File: src/hdl/wfea_pkg.sv
// shared constants, types and codes for the worst-fit extent allocator
package wfea_pkg;

	localparam int MaxExtents = 16;
	localparam int AddrBits   = 32;
	localparam int LenBits    = 32;
	localparam int HdrBits    = 4;
	localparam int IdxBits    = $clog2(MaxExtents);
	localparam int CntBits    = $clog2(MaxExtents + 1);
	localparam int EndBits    = AddrBits + 1;
	localparam int WideBits   = (EndBits > LenBits + 1) ? EndBits : LenBits + 1;

	localparam logic [HdrBits-1:0]  HdrReset = HdrBits'(4);
	localparam logic [WideBits-1:0] LenMax   = WideBits'({LenBits{1'b1}});
	localparam logic [CntBits-1:0]  CntFull  = CntBits'(MaxExtents);

	typedef enum logic [1:0] {
		STAT_GRANTED = 2'd0,
		STAT_NOFIT   = 2'd1,
		STAT_FREED   = 2'd2,
		STAT_FULL    = 2'd3
	} status_t;

	typedef enum logic [3:0] {
		S_IDLE,
		S_CLIP,
		S_KEY,
		S_SCAN,
		S_MERGE_L,
		S_MERGE_R,
		S_PLACE,
		S_ALLOC_EVAL,
		S_ALLOC_UPD,
		S_SHIFT,
		S_DONE
	} state_t;

	typedef struct packed {
		logic end_hit;
		logic start_hit;
		logic better;
	} scan_res_t;

	typedef struct packed {
		logic               we;
		logic [IdxBits-1:0] widx;
		logic [IdxBits-1:0] ridx;
	} tbl_ctrl_t;

endpackage

File: src/hdl/wfea_table.sv
// extent table: start and length register file, one write and one read index
module wfea_table (
	input  logic                           clk,
	input  wfea_pkg::tbl_ctrl_t            ctrl,
	input  logic [wfea_pkg::AddrBits-1:0]  wstart,
	input  logic [wfea_pkg::LenBits-1:0]   wlen,
	output logic [wfea_pkg::AddrBits-1:0]  rstart,
	output logic [wfea_pkg::LenBits-1:0]   rlen
);
	import wfea_pkg::*;

	logic [AddrBits-1:0] start_q [MaxExtents];
	logic [LenBits-1:0]  len_q   [MaxExtents];

	always_ff @(posedge clk) begin
		if (ctrl.we) begin
			start_q[ctrl.widx] <= wstart;
			len_q[ctrl.widx]   <= wlen;
		end
	end

	assign rstart = start_q[ctrl.ridx];
	assign rlen   = len_q[ctrl.ridx];

endmodule

File: src/hdl/wfea_scan_unit.sv
// per-entry compare unit: adjacency against the key and worst-fit ranking
module wfea_scan_unit (
	input  logic [wfea_pkg::AddrBits-1:0]  ent_start,
	input  logic [wfea_pkg::LenBits-1:0]   ent_len,
	input  logic [wfea_pkg::WideBits-1:0]  key_lo,
	input  logic [wfea_pkg::WideBits-1:0]  key_hi,
	input  logic                           best_hit,
	input  logic [wfea_pkg::AddrBits-1:0]  best_start,
	input  logic [wfea_pkg::LenBits-1:0]   best_len,
	output wfea_pkg::scan_res_t            res
);
	import wfea_pkg::*;

	logic [WideBits-1:0] ent_end;

	// end of the entry, one bit wider than an address
	assign ent_end = WideBits'(ent_start) + WideBits'(ent_len);

	assign res.end_hit   = (ent_end == key_lo);
	assign res.start_hit = (WideBits'(ent_start) == key_hi);
	// longer wins, equal length goes to the lower start
	assign res.better    = !best_hit || (ent_len > best_len) ||
		((ent_len == best_len) && (ent_start < best_start));

endmodule

File: src/hdl/worst_fit_extent_allocator.sv
// top level: sequencer, working registers and output register of the allocator
//
//  channel | dir | beat fields (lowest bit first)
//  s_*     | in  | tuser: mode ; tdata: extent_address[31:0], byte_length[63:32]
//  m_*     | out | tuser: status ; tdata: granted_address[31:0]
//  cfg_*   | in  | data: header_bytes[3:0]
//
// one beat at a time, taken only while the sequencer is idle
// free: clip, key, scan, merge left, merge right, place, then shift when the free joins two stored extents, then done
// allocate: scan, evaluate, update, then shift when the chosen extent empties, then done
// the table scan reads one entry a cycle through the compare unit
// reset empties the table and sets header_bytes to 4; no clearing pass
// a result not yet taken holds the sequencer in its final step
module worst_fit_extent_allocator (
	input  logic                          clk,
	input  logic                          arst_n,
	// input beats
	input  logic                          s_tvalid,
	output logic                          s_tready,
	input  logic [63:0]                   s_tdata,   // extent_address, byte_length
	input  logic                          s_tuser,   // mode
	// result beats
	output logic                          m_tvalid,
	input  logic                          m_tready,
	output logic [31:0]                   m_tdata,   // granted_address
	output logic [1:0]                    m_tuser,   // status
	// header size register
	input  logic                          cfg_valid,
	output logic                          cfg_ready,
	input  logic [wfea_pkg::HdrBits-1:0]  cfg_data
);
	import wfea_pkg::*;

	state_t state_q, state_d;

	logic [HdrBits-1:0]  hdr_q;
	logic                mode_q;
	logic [AddrBits-1:0] addr_q;
	// working length: clipped free length, running merged length, or full request, then remainder
	logic [WideBits-1:0] len_q;
	// end of the freed extent, or the full request on allocate
	logic [WideBits-1:0] key_q;
	logic [CntBits-1:0]  cnt_q;
	logic [CntBits-1:0]  idx_q;

	// merge partners and worst-fit candidate found by the scan
	logic                left_hit_q, right_hit_q, best_hit_q;
	logic [IdxBits-1:0]  left_idx_q, right_idx_q, best_idx_q;
	logic [AddrBits-1:0] left_start_q, best_start_q;
	logic [LenBits-1:0]  left_len_q, right_len_q, best_len_q;

	// placement of the merged extent
	logic                dest_hit_q, drop_q;
	logic [IdxBits-1:0]  dest_idx_q, drop_idx_q;
	logic [AddrBits-1:0] cs_q;

	status_t             status_q;
	logic [31:0]         grant_q;
	logic                out_valid_q;
	status_t             out_status_q;
	logic [31:0]         out_grant_q;

	tbl_ctrl_t           tctl;
	logic [AddrBits-1:0] wr_start, rd_start;
	logic [LenBits-1:0]  wr_len, rd_len;
	scan_res_t           sres;

	logic                in_beat, out_free, scan_end, shift_end, place_full;
	logic [CntBits-1:0]  idx_nxt;
	logic [WideBits-1:0] room, sum_l, sum_r, new_start;
	logic [WideBits:0]   diff;
	logic                merge_l_ok, merge_r_ok, fit;

	wfea_table u_table (
		.clk    (clk),
		.ctrl   (tctl),
		.wstart (wr_start),
		.wlen   (wr_len),
		.rstart (rd_start),
		.rlen   (rd_len)
	);

	wfea_scan_unit u_scan (
		.ent_start  (rd_start),
		.ent_len    (rd_len),
		.key_lo     (WideBits'(addr_q)),
		.key_hi     (key_q),
		.best_hit   (best_hit_q),
		.best_start (best_start_q),
		.best_len   (best_len_q),
		.res        (sres)
	);

	assign s_tready  = (state_q == S_IDLE);
	assign cfg_ready = 1'b1;
	assign in_beat   = s_tvalid && s_tready;
	assign out_free  = !out_valid_q || m_tready;

	assign m_tvalid = out_valid_q;
	assign m_tdata  = out_grant_q;
	assign m_tuser  = out_status_q;

	// shared arithmetic of the sequencer steps
	assign idx_nxt    = idx_q + CntBits'(1);
	assign scan_end   = (idx_q == cnt_q);
	assign shift_end  = (idx_nxt >= cnt_q);
	assign place_full = !dest_hit_q && (cnt_q >= CntFull);
	assign room       = (WideBits'(1) << AddrBits) - WideBits'(addr_q);
	assign sum_l      = WideBits'(left_len_q) + len_q;
	assign sum_r      = len_q + WideBits'(right_len_q);
	assign merge_l_ok = left_hit_q && (sum_l <= LenMax);
	// a slot already joined on the left side cannot join again on the right
	assign merge_r_ok = right_hit_q && !(dest_hit_q && (right_idx_q == dest_idx_q)) &&
		(sum_r <= LenMax);
	assign diff       = {1'b0, WideBits'(best_len_q)} - {1'b0, len_q};
	assign fit        = best_hit_q && !diff[WideBits];
	assign new_start  = WideBits'(best_start_q) + key_q;

	// next state
	always_comb begin
		state_d = state_q;
		case (state_q)
			S_IDLE: begin
				if (in_beat) begin
					state_d = s_tuser ? S_SCAN : S_CLIP;
				end
			end
			S_CLIP:    state_d = S_KEY;
			S_KEY:     state_d = (len_q == '0) ? S_DONE : S_SCAN;
			S_SCAN: begin
				if (scan_end) begin
					state_d = mode_q ? S_ALLOC_EVAL : S_MERGE_L;
				end
			end
			S_MERGE_L: state_d = S_MERGE_R;
			S_MERGE_R: state_d = S_PLACE;
			S_PLACE:   state_d = (dest_hit_q && drop_q) ? S_SHIFT : S_DONE;
			S_ALLOC_EVAL: state_d = fit ? S_ALLOC_UPD : S_DONE;
			S_ALLOC_UPD:  state_d = (len_q == '0) ? S_SHIFT : S_DONE;
			S_SHIFT: begin
				if (shift_end) begin
					state_d = S_DONE;
				end
			end
			S_DONE: begin
				if (out_free) begin
					state_d = S_IDLE;
				end
			end
			default:   state_d = S_IDLE;
		endcase
	end

	// table port control
	always_comb begin
		tctl.we   = 1'b0;
		tctl.widx = dest_idx_q;
		tctl.ridx = idx_q[IdxBits-1:0];
		wr_start  = cs_q;
		wr_len    = len_q[LenBits-1:0];
		case (state_q)
			S_PLACE: begin
				if (dest_hit_q) begin
					tctl.we = 1'b1;
				end else if (!place_full) begin
					tctl.we   = 1'b1;
					tctl.widx = cnt_q[IdxBits-1:0];
				end
			end
			S_ALLOC_UPD: begin
				// shrink the chosen extent from the front unless it empties
				tctl.we   = (len_q != '0);
				tctl.widx = best_idx_q;
				wr_start  = AddrBits'(new_start);
			end
			S_SHIFT: begin
				// close the gap: slot j takes slot j+1
				tctl.ridx = idx_nxt[IdxBits-1:0];
				tctl.we   = !shift_end;
				tctl.widx = idx_q[IdxBits-1:0];
				wr_start  = rd_start;
				wr_len    = rd_len;
			end
			default: begin
				tctl.we = 1'b0;
			end
		endcase
	end

	always_ff @(posedge clk or negedge arst_n) begin
		if (!arst_n) begin
			state_q <= S_IDLE;
			hdr_q   <= HdrReset;
			cnt_q   <= '0;
		end else begin
			state_q <= state_d;
			if (cfg_valid && cfg_ready) begin
				hdr_q <= cfg_data;
			end
			if ((state_q == S_PLACE) && !dest_hit_q && !place_full) begin
				cnt_q <= cnt_q + CntBits'(1);
			end else if ((state_q == S_SHIFT) && shift_end) begin
				cnt_q <= cnt_q - CntBits'(1);
			end
		end
	end

	// working registers
	always_ff @(posedge clk) begin
		case (state_q)
			S_IDLE: begin
				if (in_beat) begin
					mode_q      <= s_tuser;
					addr_q      <= AddrBits'(s_tdata[31:0]);
					left_hit_q  <= 1'b0;
					right_hit_q <= 1'b0;
					best_hit_q  <= 1'b0;
					idx_q       <= '0;
					if (s_tuser) begin
						len_q <= WideBits'(s_tdata[63:32]) + WideBits'(hdr_q);
						key_q <= WideBits'(s_tdata[63:32]) + WideBits'(hdr_q);
					end else begin
						len_q <= WideBits'(s_tdata[63:32]);
					end
				end
			end
			S_CLIP: begin
				// cut a free that runs past the top of the address space
				if (len_q > room) begin
					len_q <= room;
				end
			end
			S_KEY: begin
				key_q    <= WideBits'(addr_q) + len_q;
				status_q <= STAT_FREED;
				grant_q  <= '0;
			end
			S_SCAN: begin
				if (!scan_end) begin
					idx_q <= idx_nxt;
					if (sres.end_hit && !left_hit_q) begin
						left_hit_q   <= 1'b1;
						left_idx_q   <= idx_q[IdxBits-1:0];
						left_start_q <= rd_start;
						left_len_q   <= rd_len;
					end
					if (sres.start_hit && !right_hit_q) begin
						right_hit_q <= 1'b1;
						right_idx_q <= idx_q[IdxBits-1:0];
						right_len_q <= rd_len;
					end
					if (sres.better) begin
						best_hit_q   <= 1'b1;
						best_idx_q   <= idx_q[IdxBits-1:0];
						best_start_q <= rd_start;
						best_len_q   <= rd_len;
					end
				end
			end
			S_MERGE_L: begin
				drop_q <= 1'b0;
				if (merge_l_ok) begin
					cs_q       <= left_start_q;
					len_q      <= sum_l;
					dest_hit_q <= 1'b1;
					dest_idx_q <= left_idx_q;
				end else begin
					cs_q       <= addr_q;
					dest_hit_q <= 1'b0;
				end
			end
			S_MERGE_R: begin
				if (merge_r_ok) begin
					len_q <= sum_r;
					if (!dest_hit_q) begin
						dest_hit_q <= 1'b1;
						dest_idx_q <= right_idx_q;
					end else begin
						drop_q     <= 1'b1;
						drop_idx_q <= right_idx_q;
					end
				end
			end
			S_PLACE: begin
				status_q <= place_full ? STAT_FULL : STAT_FREED;
				grant_q  <= '0;
				idx_q    <= {{(CntBits-IdxBits){1'b0}}, drop_idx_q};
			end
			S_ALLOC_EVAL: begin
				if (fit) begin
					status_q <= STAT_GRANTED;
					grant_q  <= 32'(best_start_q);
					len_q    <= diff[WideBits-1:0];
				end else begin
					status_q <= STAT_NOFIT;
					grant_q  <= '0;
				end
			end
			S_ALLOC_UPD: begin
				idx_q <= {{(CntBits-IdxBits){1'b0}}, best_idx_q};
			end
			S_SHIFT: begin
				if (!shift_end) begin
					idx_q <= idx_nxt;
				end
			end
			default: begin
				idx_q <= idx_q;
			end
		endcase
	end

	// output register
	always_ff @(posedge clk or negedge arst_n) begin
		if (!arst_n) begin
			out_valid_q <= 1'b0;
		end else if ((state_q == S_DONE) && out_free) begin
			out_valid_q <= 1'b1;
		end else if (m_tready) begin
			out_valid_q <= 1'b0;
		end
	end

	always_ff @(posedge clk) begin
		if ((state_q == S_DONE) && out_free) begin
			out_status_q <= status_q;
			out_grant_q  <= grant_q;
		end
	end

	// the extent count never passes the table size
	a_cnt_bound: assert property (@(posedge clk) disable iff (!arst_n)
		cnt_q <= CntFull)
		else $error("extent count beyond table size");

	// writes keep the table packed from slot 0
	a_wr_packed: assert property (@(posedge clk) disable iff (!arst_n)
		tctl.we |-> ({{(CntBits-IdxBits){1'b0}}, tctl.widx} <= cnt_q) &&
		(cnt_q < CntFull || {{(CntBits-IdxBits){1'b0}}, tctl.widx} < cnt_q))
		else $error("table write outside the packed range");

	// table full is only reported with every slot taken
	a_full_ok: assert property (@(posedge clk) disable iff (!arst_n)
		(state_q == S_DONE && status_q == STAT_FULL) |-> cnt_q == CntFull)
		else $error("table full reported with free slots");

	// a grant is loaded only after a fitting scan
	a_grant_src: assert property (@(posedge clk) disable iff (!arst_n)
		(state_q == S_ALLOC_UPD) |-> $past(state_q == S_ALLOC_EVAL) && best_hit_q)
		else $error("grant without a worst-fit candidate");

endmodule
File: config.mk
export PLATFORM = sky130hd
export DESIGN_NAME = worst_fit_extent_allocator
export DESIGN_NICKNAME = d
export VERILOG_FILES = /design/src/hdl/wfea_pkg.sv /design/src/hdl/wfea_table.sv /design/src/hdl/wfea_scan_unit.sv /design/src/hdl/worst_fit_extent_allocator.sv
export SDC_FILE = /design/constraint.sdc
export NUM_CORES = 2
export LEC_CHECK = 0
export ABC_AREA = 1
export BUFFER_PORTS_ARGS = -buffer_cell sky130_fd_sc_hd__buf_2
export CORE_ASPECT_RATIO = 0.5
export CORE_MARGIN = 5
export CORE_UTILIZATION = 45
export DETAILED_ROUTE_END_ITERATION = 7
export SLEW_MARGIN = 40
export SYNTH_ARGS = -nofsm -noshare
export SYNTH_HDL_FRONTEND = slang
export SYNTH_SLANG_ARGS = --single-unit
File: constraint.sdc
create_clock -name clk -period 13.8 [get_ports clk]
set_input_delay 0.69 -clock clk [delete_from_list [all_inputs] [get_ports clk]]
set_output_delay 0.69 -clock clk [all_outputs]
set_load 0.03 [all_outputs]
==> qor_table.md <==
| Parameter | Value | Unit |
| --- | --- | --- |
| Outcome | completed | - |
| CTS Buffer Depth | 3 | - |
| Peak Freq | 0.111 | GHz |
| Synthesized instance count | 6735 | - |
| Worst Hold Depth | 1 | - |
| Footprint of the multi-input gates | 25500 | sq um |
| Overall die height | 291 | um |
| Maximum fanout along the worst path | 133 | - |
| Number of warnings printed during yosys synthesis | 0 | - |
| Netlist cell types | 65 | - |
| Iteration-0 DRC Markers | 6602 | - |
| Gr ovfl total | 0 | - |
| Worst Hold Class | input pin to flop | - |
| Top flip-flop cell by instance count after synthesis | edfxtp_1 | - |
| Max-Cap Viols | 0 | - |
| End of the worst register-to-register path | left_len_q[25] | - |
| Cell family with most CP delay | buffers and inverters | - |
| Remaining antenna violation count after routing | 0 | - |
| Vias in the first global route | 49200 | - |
| Hold_sp | s_tdata[31] | - |
| Sort of element at the start of the critical path | flop | - |
| Core region area | 157000 | sq um |
| Number of storage elements in the synthesis netlist | 1427 | - |
| Die area | 166000 | sq um |
| CTS tree | yes | - |
| Worst clock skew | 0.0637 | ns |
| Antenna violations before repair | 19 | - |
| Reg-to-reg startpoint | state_q[1] | - |
| R2R setup slack | 4.79 | ns |
| Post-DP HPWL | 165 | mm |
| Number of flops mapped to enable cells by yosys | 1413 | - |
| Critical path endpoint category | flop | - |
| Combined global-route utilization of all metal layers | 28.2 | % |
| Maximum level of the CTS H-tree | 4 | - |
| Share of synthesized registers carrying an async set or reset | 0.981 | % |
| Headroom to the max-slew limit | 39.0 | % |
| Synth top area share | 59.7 | % |
| Clock sink count | 1427 | - |
| Slowest cell on the critical path | o21ai_0 | - |
| Final Hold Violating Endpoints | 0 | - |
| End point of the worst hold path | addr_q[31] | - |
| Largest cells by area after synthesis | edfxtp_1, nand2_1, ha_1 | - |
| Most common cell type on the critical path | a21oi_1 | - |
| Area Growth Syn to Fin | 11.5 | % |
| Die extent in x | 572 | um |
| Detail-routed net length per standard cell | 26.5 | um |
| Crit-path max cell delay | 0.63 | ns |
| Proportion of layout cells with a drive suffix above 1 | 9.54 | % |
| Effective utilization at floorplan | 45.2 | % |
| Number of I/O port buffers | 109 | - |
| Min cycle time layout | 9.01 | ns |
| Total of fill cells in the finished design | 14000 | - |
| Dominant cell type by area after synthesis | edfxtp_1 | - |
| Via-per-instance ratio | 5.87 | - |
| Number of standard-cell rows in the floorplan | 103 | - |
| Detailed-route wire length | 241 | mm |
| Post-CTS Setup Bufs | 0 | - |
| Most common cell after layout, fill and taps aside | edfxtp_1 | - |
| FF/Latch Area | 42800 | sq um |
| Number of buffers inserted during clock tree synthesis | 135 | - |
| Most used cells in the layout excluding fill and tap cells | edfxtp_1, nand2_1, a21oi_1, nor2_1, inv_1 | - |
| Count of pins over their slew limit | 0 | - |
| I/O pin cnt | 111 | - |
| Data arrival time at the worst-slack endpoint | 9.40 | ns |
| Type of the worst setup path | flop to flop | - |
| Worst skew pair latency | 0.81 | ns |
| Register-to-Register Path Depth | 26 | - |
| Final setup vio count | 0 | - |
| CP Data Required Time | 14.20 | ns |
| Unrepaired setup endpoints after global routing | no | - |
| Drt first pass iters | 6 | - |
| Avg Synthesized Cell Area | 10.6 | sq um |
| Final sum of negative setup slack | 0 | ns |
| Post-synth net total | 7117 | - |
| Global-route wire length before repair | 344 | mm |
| Clock-pin slew reported for the worst setup and hold paths after clock tree synthesis | 0.07 | ns |
| Sequential element share of the synthesized area | 60.2 | % |
| Vias after detailed routing | 53400 | - |
| Root Driver | clkbuf_16 | - |
| Period utilization | 65.3 | % |
| Post-CTS resize count | 0 | - |
| Largest net degree at the start of global routing | 134 | - |
| Total number of nets in the final design | 7268 | - |
| Remaining routing DRC violations | 0 | - |
| Cell area after technology mapping | 71100 | sq um |
| CP bufs+invs | 7 | - |
| Last weighted congestion value of the routability-driven placer | 1.00 | - |
| Least-Margin Pin Slew | 0.905 | ns |
state kept, by name, summed over array words and instances, names as in the netlist, 33 cells and up:
signal / flops
u_table.len_q: 512
u_table.start_q: 512
len_q: 33
key_q: 33
synthesized netlist by cell type (all sizes together), types with 33 or more instances:
| library cell | number |
|---|---|
| nand2 | 1434 |
| edfxtp | 1413 |
| nor2 | 547 |
| a21oi | 542 |
| inv | 505 |
| nand3 | 417 |
| o21ai | 369 |
| ha | 301 |
| clkbuf | 160 |
| o311ai | 114 |
| o211ai | 108 |
| buf | 105 |
| xor2 | 98 |
| or2 | 95 |
| nand4 | 71 |
| mux2i | 64 |
| a31oi | 48 |
| xnor2 | 45 |
| nor3 | 41 |
| o21a | 33 |
layout make-up:
cell class	count	area share, %
flip-flops and latches	1427	54.0
multi-input cells	4533	32.2
clock buffers	166	4.42
well taps	2100	3.31
repair buffers	279	2.55
inverters	510	2.42
clock inverters	76	1.08
diodes	4	0.0126
repair_timing:
item / 4_1_cts / 5_1_grt
hold endpoints to repair: 13 / 0
hold buffers: 1 / 0
setup endpoints to repair: 0 / 0
how the worst max path moves through the flow:
stage,endpoint,cells after the start,start
after global routing,left_len_q[29],26,state_q[1]
after global placement,best_len_q[20],24,state_q[1]
final,left_len_q[25],26,state_q[1]
after floorplan,left_idx_q[0],33,state_q[1]
after detailed placement,best_len_q[20],24,state_q[1]
after CTS,best_len_q[20],24,state_q[1]
per-stage QoR:
| stage | instance area [sq um] | utilization [%] | setup WS (ns) | instances | hold WS, ns |
|---|---|---|---|---|---|
| floorplan | 71100 | - | 3.10 | 6735 | 0.394 |
| global placement | 74500 | 47.3 | 4.80 | 8823 | 0.402 |
| detailed placement | 74800 | 47.6 | 4.74 | 8847 | 0.405 |
| CTS | 79200 | 50.3 | 4.67 | 9090 | 0.00590 |
| global route | 79300 | 50.4 | 4.49 | 9091 | 0.00932 |
| finish | 79300 | 50.4 | 4.79 | 9095 | 0.0540 |
worst register-to-register path, delay by kind of cell (launching register included):
| kind | cells | cell delay, ns |
|---|---|---|
| flops | 1 | 0.48 |
| fa+ha+maj | 3 | 1.19 |
| simple gates | 8 | 1.96 |
| buf+inv | 7 | 2.87 |
| compound gates | 8 | 1.94 |
layer usage:
layer	track usage (%)	routed length, um
met1	42.8	108000
met2	40.9	102000
met3	6.64	25800
met4	6.48	5290
met5	0	34
logic make-up after synthesis:
family          count (synthesis)  share of synthesized area (%)
other cells                     1                        0.00528
xor+xnor                      143                           1.76
buf+inv                       775                           4.34
flops                        1427                           60.2
compound gates               1368                           11.5
simple gates                 2646                           15.8
mux                            67                          0.949
fa+ha+maj                     308                           5.50
Power is not shown: default switching activity piles up to over one toggle a cycle in this logic, so the estimate is an artifact.
